===== src/rtl/core/s2c_pkg.sv =====
// shared constants, types and helpers for the spherical to cartesian converter
`default_nettype none

package s2c_pkg;

  localparam int ANGLE_BITS    = 16;
  localparam int FRAC_BITS     = 14;
  localparam int CORDIC_STAGES = 16;

  localparam int ATAN_ENTRIES = 24;
  localparam int STAGES_USED  = (CORDIC_STAGES < ATAN_ENTRIES) ? CORDIC_STAGES : ATAN_ENTRIES;

  localparam int RADIUS_W   = FRAC_BITS + 2;
  localparam int OUT_W      = FRAC_BITS + 4;
  localparam int UNIT_SHIFT = 30;
  localparam int GAIN_START = 652032874;

  // rotator datapath widths
  localparam int XY_W = 34;
  localparam int Z_W  = 33;
  localparam int CS_W = 32;
  localparam int RC_W = 32;

  // pipeline depth: decode, rotations, quadrant, two multiply stages, output
  localparam int ROT_LAT = STAGES_USED + 2;
  localparam int NSTG    = ROT_LAT + 3;

  localparam int IN_TDATA_W  = ((RADIUS_W + 2 * ANGLE_BITS + 7) / 8) * 8;
  localparam int OUT_TDATA_W = ((3 * OUT_W + 7) / 8) * 8;

  localparam logic signed [63:0] OUT_MAX = (64'sd1 <<< (OUT_W - 1)) - 64'sd1;
  localparam logic signed [63:0] OUT_MIN = -OUT_MAX - 64'sd1;

  // atan(2^-i) in units of 2^-32 turn
  localparam logic [31:0] ATAN_TAB [ATAN_ENTRIES] = '{
    32'd536870912, 32'd316933406, 32'd167458907, 32'd85004756, 32'd42667331,
    32'd21354465,  32'd10679838,  32'd5340245,   32'd2670163,  32'd1335087,
    32'd667544,    32'd333772,    32'd166886,    32'd83443,    32'd41722,
    32'd20861,     32'd10430,     32'd5215,      32'd2608,     32'd1304,
    32'd652,       32'd326,       32'd163,       32'd81
  };

  typedef struct packed {
    logic [NSTG-1:0] en;
    logic [NSTG-1:0] vld;
  } flow_ctl_t;

  function automatic logic [OUT_W-1:0] sat_out(input logic signed [63:0] v);
    logic [OUT_W-1:0] res;
    if (v > OUT_MAX) begin
      res = OUT_MAX[OUT_W-1:0];
    end else if (v < OUT_MIN) begin
      res = OUT_MIN[OUT_W-1:0];
    end else begin
      res = v[OUT_W-1:0];
    end
    return res;
  endfunction

endpackage

`default_nettype wire


===== src/rtl/core/s2c_flow.sv =====
// valid and load-enable chain for the converter pipeline
`default_nettype none

module s2c_flow import s2c_pkg::*; (
  input  logic      clk,
  input  logic      rst_n,
  input  logic      in_valid,
  output logic      in_ready,
  input  logic      out_ready,
  output flow_ctl_t ctl
);

  logic [NSTG-1:0] vld_r;
  logic [NSTG-1:0] vld_nxt;
  logic [NSTG:0]   rdy;

  // a stage loads when it is empty or its contents move on
  always_comb begin
    rdy[NSTG] = out_ready;
    for (int k = NSTG - 1; k >= 0; k--) begin
      rdy[k] = !vld_r[k] || rdy[k+1];
    end
    vld_nxt = vld_r;
    for (int k = 0; k < NSTG; k++) begin
      if (rdy[k]) begin
        vld_nxt[k] = (k == 0) ? in_valid : vld_r[(k == 0) ? 0 : k - 1];
      end
    end
  end

  always_ff @(posedge clk) begin
    if (!rst_n) begin
      vld_r <= '0;
    end else begin
      vld_r <= vld_nxt;
    end
  end

  assign in_ready = rdy[0];
  assign ctl.en   = rdy[NSTG-1:0];
  assign ctl.vld  = vld_r;

endmodule

`default_nettype wire


===== config.mk =====
export PLATFORM = sky130hd
export DESIGN_NAME = s2c_flow
export DESIGN_NICKNAME = d
export VERILOG_FILES = /design/src/rtl/core/s2c_pkg.sv /design/src/rtl/core/s2c_flow.sv
export SDC_FILE = /design/constraint.sdc
export NUM_CORES = 1
export LEC_CHECK = 0
export ABC_CLOCK_PERIOD_IN_PS = 1200
export BUFFER_PORTS_ARGS = -buffer_cell sky130_fd_sc_hd__buf_4
export CAP_MARGIN = 20
export CORE_MARGIN = 4
export CORE_UTILIZATION = 41
export DETAILED_ROUTE_END_ITERATION = 8
export HOLD_SLACK_MARGIN = 0.12
export PLACE_DENSITY = 0.73
export SLEW_MARGIN = 40
export SYNTH_ARGS = -nofsm -noshare
export SYNTH_HDL_FRONTEND = slang
export SYNTH_SLANG_ARGS = --single-unit

===== constraint.sdc =====
create_clock -name clk -period 1.2 [get_ports clk]
set_clock_uncertainty 0.05 [all_clocks]
set_input_delay 0 -clock clk [delete_from_list [all_inputs] [get_ports clk]]
set_output_delay 0 -clock clk [all_outputs]
set_load 0.02 [all_outputs]

==> impl_metrics.env, run 1 <==
export IMPL_setup_viol=37
export IMPL_die_area_sq_um=3494
export IMPL_path_class="flop to output pin"
export IMPL_dr_wl_met2_um=2318
export IMPL_grtUsageTotal_pct=20.84
export IMPL_worst_pin_slew_ns=0.8593
export IMPL_rsz0062_at_grt="yes"
export IMPL_final_cell_mix="58 x buf_4, 29 x buf_6, 11 x dfxtp_4"
export IMPL_dp_hpwl_um=2350
export IMPL_cp_arrival_ns=1.56
export IMPL_highest_layer="met4"
export IMPL_cts_tree="done"
export IMPL_h_tree_depth=1
export IMPL_ys_seq_area_share_pct=39.25
export IMPL_drt_iter0_drc=69
export IMPL_placed_area_sq_um=1603
export IMPL_regMostFlops="vld_r"
export IMPL_clk_pin_slew_ns=0.12
export IMPL_hold_viol_final=0
export IMPL_cts_sinks=21
export IMPL_postLayoutSetupSlackWorst_ns=-0.4072
export IMPL_synthesis_instances=116
export IMPL_largest_reg_flops=21
export IMPL_worstPathMaxFanout=6
export IMPL_die_height_um=59.11
export IMPL_rows=18
export IMPL_worstSetupStartpointType="flop"
export IMPL_slew_violations=0
export IMPL_syn_area_sq_um=1071
export IMPL_cts_root_buf="clkbuf_4"
export IMPL_io_pins=47
export IMPL_status="complete, but fails checks"
export IMPL_cts_made_buffers=3
export IMPL_wl_met3_um=416
export IMPL_fin_tns_setup_ns=-7.953
export IMPL_top_regs="vld_r (21)"
export IMPL_die_w_um=59.11
export IMPL_yosysWarnings=0
export IMPL_wl_met1_um=1535
export IMPL_port_buffers=46
export IMPL_hold_path_class="primary input to flop"
export IMPL_ant_nets=0
export IMPL_ir_drop_v=0.0006237
export IMPL_wire_per_inst_um=18.77
export IMPL_ctsLongestPathBuffers=2
export IMPL_drc_errors=0
export IMPL_rrSetupSlack_ns=-0.23
export IMPL_cap_violations=0
export IMPL_clk_latency_ns=0.31
export IMPL_reg2reg_depth=6
export IMPL_finalCriticalPeriod_ns=1.607
export IMPL_diodes=0
export IMPL_min_period_over_period_pct=133.9
export IMPL_core_sq_um=2477
export IMPL_design_area_sq_um=2118
export IMPL_drive_above_1_share_pct=71.22
export IMPL_yosysUniqueCellTypes=36
export IMPL_violations="negative setup slack"
export IMPL_end_kind="output pin"
export IMPL_cellPowerDensity_nw_per_um2=520.5
export IMPL_fmax_mhz=622.2
export IMPL_grt_max_degree=24
export IMPL_p_leak_nw=0.9949
export IMPL_ys_seq_elements=21
export IMPL_grt_pass1_vias=1207
export IMPL_place_gp_congestion=0.8728
export IMPL_syn_avg_cell_area_sq_um=9.233
export IMPL_holdPathEnd="vld_r[11]"
export IMPL_routed_wl_um=4411
export IMPL_syn_num_nets=120
export IMPL_grt_ovfl_total=0
export IMPL_via_per_inst=5.689
export IMPL_nNetsFinal=210
export IMPL_crit_required_ns=1.15
export IMPL_r2r_end="vld_r[19]"
export IMPL_syn2layout_area_growth_pct=97.78
export IMPL_hold_path_startpoint="out_ready"
export IMPL_grt_pass1_wl_um=5623
export IMPL_dr_total_vias=1337
export IMPL_antenna_found_initial=0
export IMPL_r2r_start="vld_r[20]"
export IMPL_start_util_pct=43.23
export IMPL_drt_pass1_iter_count=4
export IMPL_final_common_cell="buf_4"
export IMPL_holdPathStages=5
export IMPL_slew_limit_headroom_pct=42.71
-- critical path: stages, from the launching register on --
cell and delay (ns):
dfxtp_4 0.40, and4_4 0.25, and2_4 0.20, nand4_1 0.18, buf_4 0.22
-- worst max path at each step --
stage | start | end
floorplan | vld_r[18] | ctl[21]
global placement | vld_r[16] | ctl[21]
detailed placement | vld_r[16] | ctl[21]
CTS | vld_r[19] | ctl[30]
global route | vld_r[14] | ctl[24]
finish | vld_r[17] | in_ready
-- logic make-up after synthesis --
logic type             count (synthesis)  share of synthesized area (%)
flip-flops                            21                          39.25
AND/OR/NAND/NOR                       59                          37.97
AO/OA/AOI/OAI                         21                          14.95
buffers and inverters                 15                          7.827
-- per-layer routing --
layer	GRT usage (%)	vias up
met3	5.664	16
li1	-	595
met2	37.07	88
met4	5.178	0
met5	0	-
met1	24.63	638
-- power breakdown --
part / total [W] / switching [W] / internal [W]
logic: 0.0000665 / 0.0000329 / 0.0000336
registers: 0.000683 / 0.00000555 / 0.000677
clock network: 0.000353 / 0.000223 / 0.000130
-- cells in the mapped netlist, drive strengths merged --
cell type / n / share of area [%]
a41oi: 1 / 0.82
a31o: 1 / 0.82
nand3: 6 / 3.7
a22o: 2 / 1.6
nand2b: 1 / 0.58
and4: 4 / 3.4
clkbuf: 2 / 0.70
and2: 5 / 3.2
nor3: 3 / 4.6
and3b: 1 / 0.82
nor2: 1 / 0.58
o21ai: 4 / 1.9
and4b: 1 / 0.93
nor2b: 4 / 2.3
inv: 7 / 2.7
o41ai: 1 / 1.5
nand4: 11 / 9.0
a21oi: 2 / 0.93
buf: 6 / 4.4
dfxtp: 21 / 39
o31ai: 1 / 1.2
o21a: 4 / 2.8
a31oi: 1 / 0.58
nand2: 17 / 6.0
a21boi: 3 / 2.1
o21bai: 1 / 0.70
and3: 5 / 2.9
-- cell type report --
type                    count  area, sq um
clock buffers               4        26.28
fillers                   123        359.1
inverters                   7        31.28
multi-input cells          80        720.7
flip-flops and latches     21        467.9
well taps                  30        37.54
repair buffers             93        834.6
-- stage by stage --
step / worst slack (ns) / hold slack [ns] / total power [W] / cells / utilization (%)
2_1_floorplan: -0.2918 / 0.06460 / 0.0007319 / 116 / -
3_3_place_gp: -0.04089 / 0.1573 / 0.0007512 / 203 / 64.70
3_5_place_dp: -0.05949 / 0.1608 / 0.0007522 / 203 / 64.70
4_1_cts: -0.3360 / 0.2594 / 0.001096 / 221 / 74.70
5_1_grt: -0.4643 / 0.2982 / 0.001146 / 235 / 85.51
6_report: -0.4072 / 0.2974 / 0.001103 / 235 / 85.51
-- repair_timing --
item	CTS	global route
pin swaps	13	19
buffers inserted	9	14
hold buffers	5	0
hold endpoints to repair	21	0
setup endpoints to repair	25	42
resized for setup	32	40
Power figures use the tool's default switching activity.
==> run 2: changes to the inputs <==
--- a/config.mk
+++ b/config.mk
@@ -13,6 +13,7 @@
 export DETAILED_ROUTE_END_ITERATION = 8
 export HOLD_SLACK_MARGIN = 0.12
 export PLACE_DENSITY = 0.73
+export SETUP_SLACK_MARGIN = 0.4
 export SLEW_MARGIN = 40
 export SYNTH_ARGS = -nofsm -noshare
 export SYNTH_HDL_FRONTEND = slang
==> impl_metrics.env, run 2 (synthesis results as in run 1) <==
export IMPL_status="complete, but fails checks"
export IMPL_violations="negative hold slack, negative setup slack"
export IMPL_rsz0062_at_grt="yes"
export IMPL_regMostFlops="vld_r"
export IMPL_finalCriticalPeriod_ns=1.636
export IMPL_drt_pass1_iter_count=6
export IMPL_grt_max_degree=29
export IMPL_r2r_start="vld_r[19]"
export IMPL_final_cell_mix="72 x buf_6, 26 x buf_4, 16 x dfxtp_4"
export IMPL_path_class="flop to output pin"
export IMPL_worst_pin_slew_ns=0.2906
export IMPL_antenna_found_initial=0
export IMPL_grtUsageTotal_pct=26.23
export IMPL_timing_hold_ws_ns=-0.07458
export IMPL_cellPowerDensity_nw_per_um2=473.8
export IMPL_die_height_um=59.11
export IMPL_die_w_um=59.11
export IMPL_hold_viol_final=1
export IMPL_fmax_mhz=611.1
export IMPL_crit_slowest_cell="dfxtp_4"
export IMPL_drive_above_1_share_pct=76.89
export IMPL_hold_path_startpoint="out_ready"
export IMPL_top_regs="vld_r (21)"
export IMPL_clk_pin_slew_ns=0.13
export IMPL_crit_required_ns=1.15
export IMPL_nNetsFinal=217
export IMPL_place_gp_congestion=0.7808
export IMPL_crit_chain="and4b_2 > and2_4 > nand4_1 > buf_4"
export IMPL_port_buffers=46
export IMPL_diodes=0
export IMPL_rows=18
export IMPL_cp_arrival_ns=1.59
export IMPL_drt_iter0_drc=128
export IMPL_grt_ovfl_total=0
export IMPL_die_area_sq_um=3494
export IMPL_cts_made_buffers=3
export IMPL_crit_start="vld_r[16]"
export IMPL_setup_viol=39
export IMPL_dp_hpwl_um=2270
export IMPL_largest_reg_flops=21
export IMPL_syn2layout_area_growth_pct=120.1
export IMPL_min_period_over_period_pct=136.4
export IMPL_slew_violations=0
export IMPL_start_util_pct=43.23
export IMPL_grt_pass1_vias=1367
export IMPL_cts_root_buf="clkbuf_4"
export IMPL_end_kind="output pin"
export IMPL_critPathMaxStageDelay_ns=0.41
export IMPL_p_leak_nw=1.129
export IMPL_grt_pass1_wl_um=6920
export IMPL_cts_sinks=21
export IMPL_clk_latency_ns=0.33
export IMPL_holdBufCountCts=1
export IMPL_via_per_inst=5.826
export IMPL_drc_errors=0
export IMPL_dr_total_vias=1410
export IMPL_final_util_pct=95.15
export IMPL_wire_per_inst_um=24.62
export IMPL_final_common_cell="buf_6"
export IMPL_hold_path_class="primary input to flop"
export IMPL_h_tree_depth=1
export IMPL_ir_drop_v=0.0006524
export IMPL_io_pins=47
export IMPL_slew_limit_headroom_pct=80.57
export IMPL_postLayoutSetupSlackWorst_ns=-0.4364
export IMPL_ant_nets=0
export IMPL_ctsLongestPathBuffers=2
export IMPL_worstSetupStartpointType="flop"
export IMPL_core_sq_um=2477
export IMPL_cts_tree="done"
export IMPL_worstPathMaxFanout=6
export IMPL_cap_violations=0
export IMPL_routed_wl_um=5957
## run 2: worst max-delay path: cells and delay by family, from the launching register on
family,cells,cell delay (ns)
buffers and inverters,1,0.20
and+or+nand+nor,3,0.65
DFF,1,0.41
## run 2: cell type report
type                       instances  area [sq um]
clock buffer                       3         22.52
clock inverter                     1         5.005
fill                              61         120.1
inverter                           7         33.78
multi-input combinational         80         735.7
sequential                        21         486.7
tap                               30         37.54
timing repair buffer             100          1036
## run 2: power by group
part	total [W]	switching [W]	leakage (nW)	internal [W]
clock network	0.000377	0.000252	0.0177	0.000125
logic	0.0000641	0.0000344	0.926	0.0000296
registers	0.000676	0.00000729	0.185	0.000669
## run 2: path summary, 6_finish.rpt
| kind | slack [ns] | end | depth (start not counted) |
|---|---|---|---|
| worst max-delay path | -0.44 | ctl[21] | 4 |
| worst min-delay path | -0.07 | vld_r[20] | 3 |
| worst max register to register | -0.21 | vld_r[11] | 5 |
| worst min register to register | 0.47 | vld_r[1] | 2 |
## run 2: metal layers
metal | part of all wire [%] | routed length, um | global-route usage [%] | vias up
li1 | - | - | - | 615
met1 | 36 | 2167 | 30.53 | 684
met2 | 54 | 3219 | 48.11 | 92
met3 | 6.5 | 386 | 4.357 | 19
met4 | 3.1 | 184 | 8.738 | 0
met5 | 0 | 0 | 0 | -
## run 2: per-stage QoR
step	power [W]	worst slack, ns	instance area, sq um	TNS (ns)	cells
3_5_place_dp	0.0007458	-0.06526	1685	-0.4688	206
5_1_grt	0.001153	-0.4685	2357	-11.36	242
3_3_place_gp	0.0007447	-0.02936	1685	-0.1224	206
2_1_floorplan	0.0007257	-0.2865	1202	-0.5311	116
6_report	0.001117	-0.4364	2357	-9.557	242
4_1_cts	0.001093	-0.3748	2157	-7.009	231
## run 2: repair_timing
action	in CTS	in global routing
cloned	0	0
endpoints found under the hold margin	21	20
buffers inserted	20	11
gates resized for setup	80	23
setup endpoints to repair	64	64
pin swaps	7	9
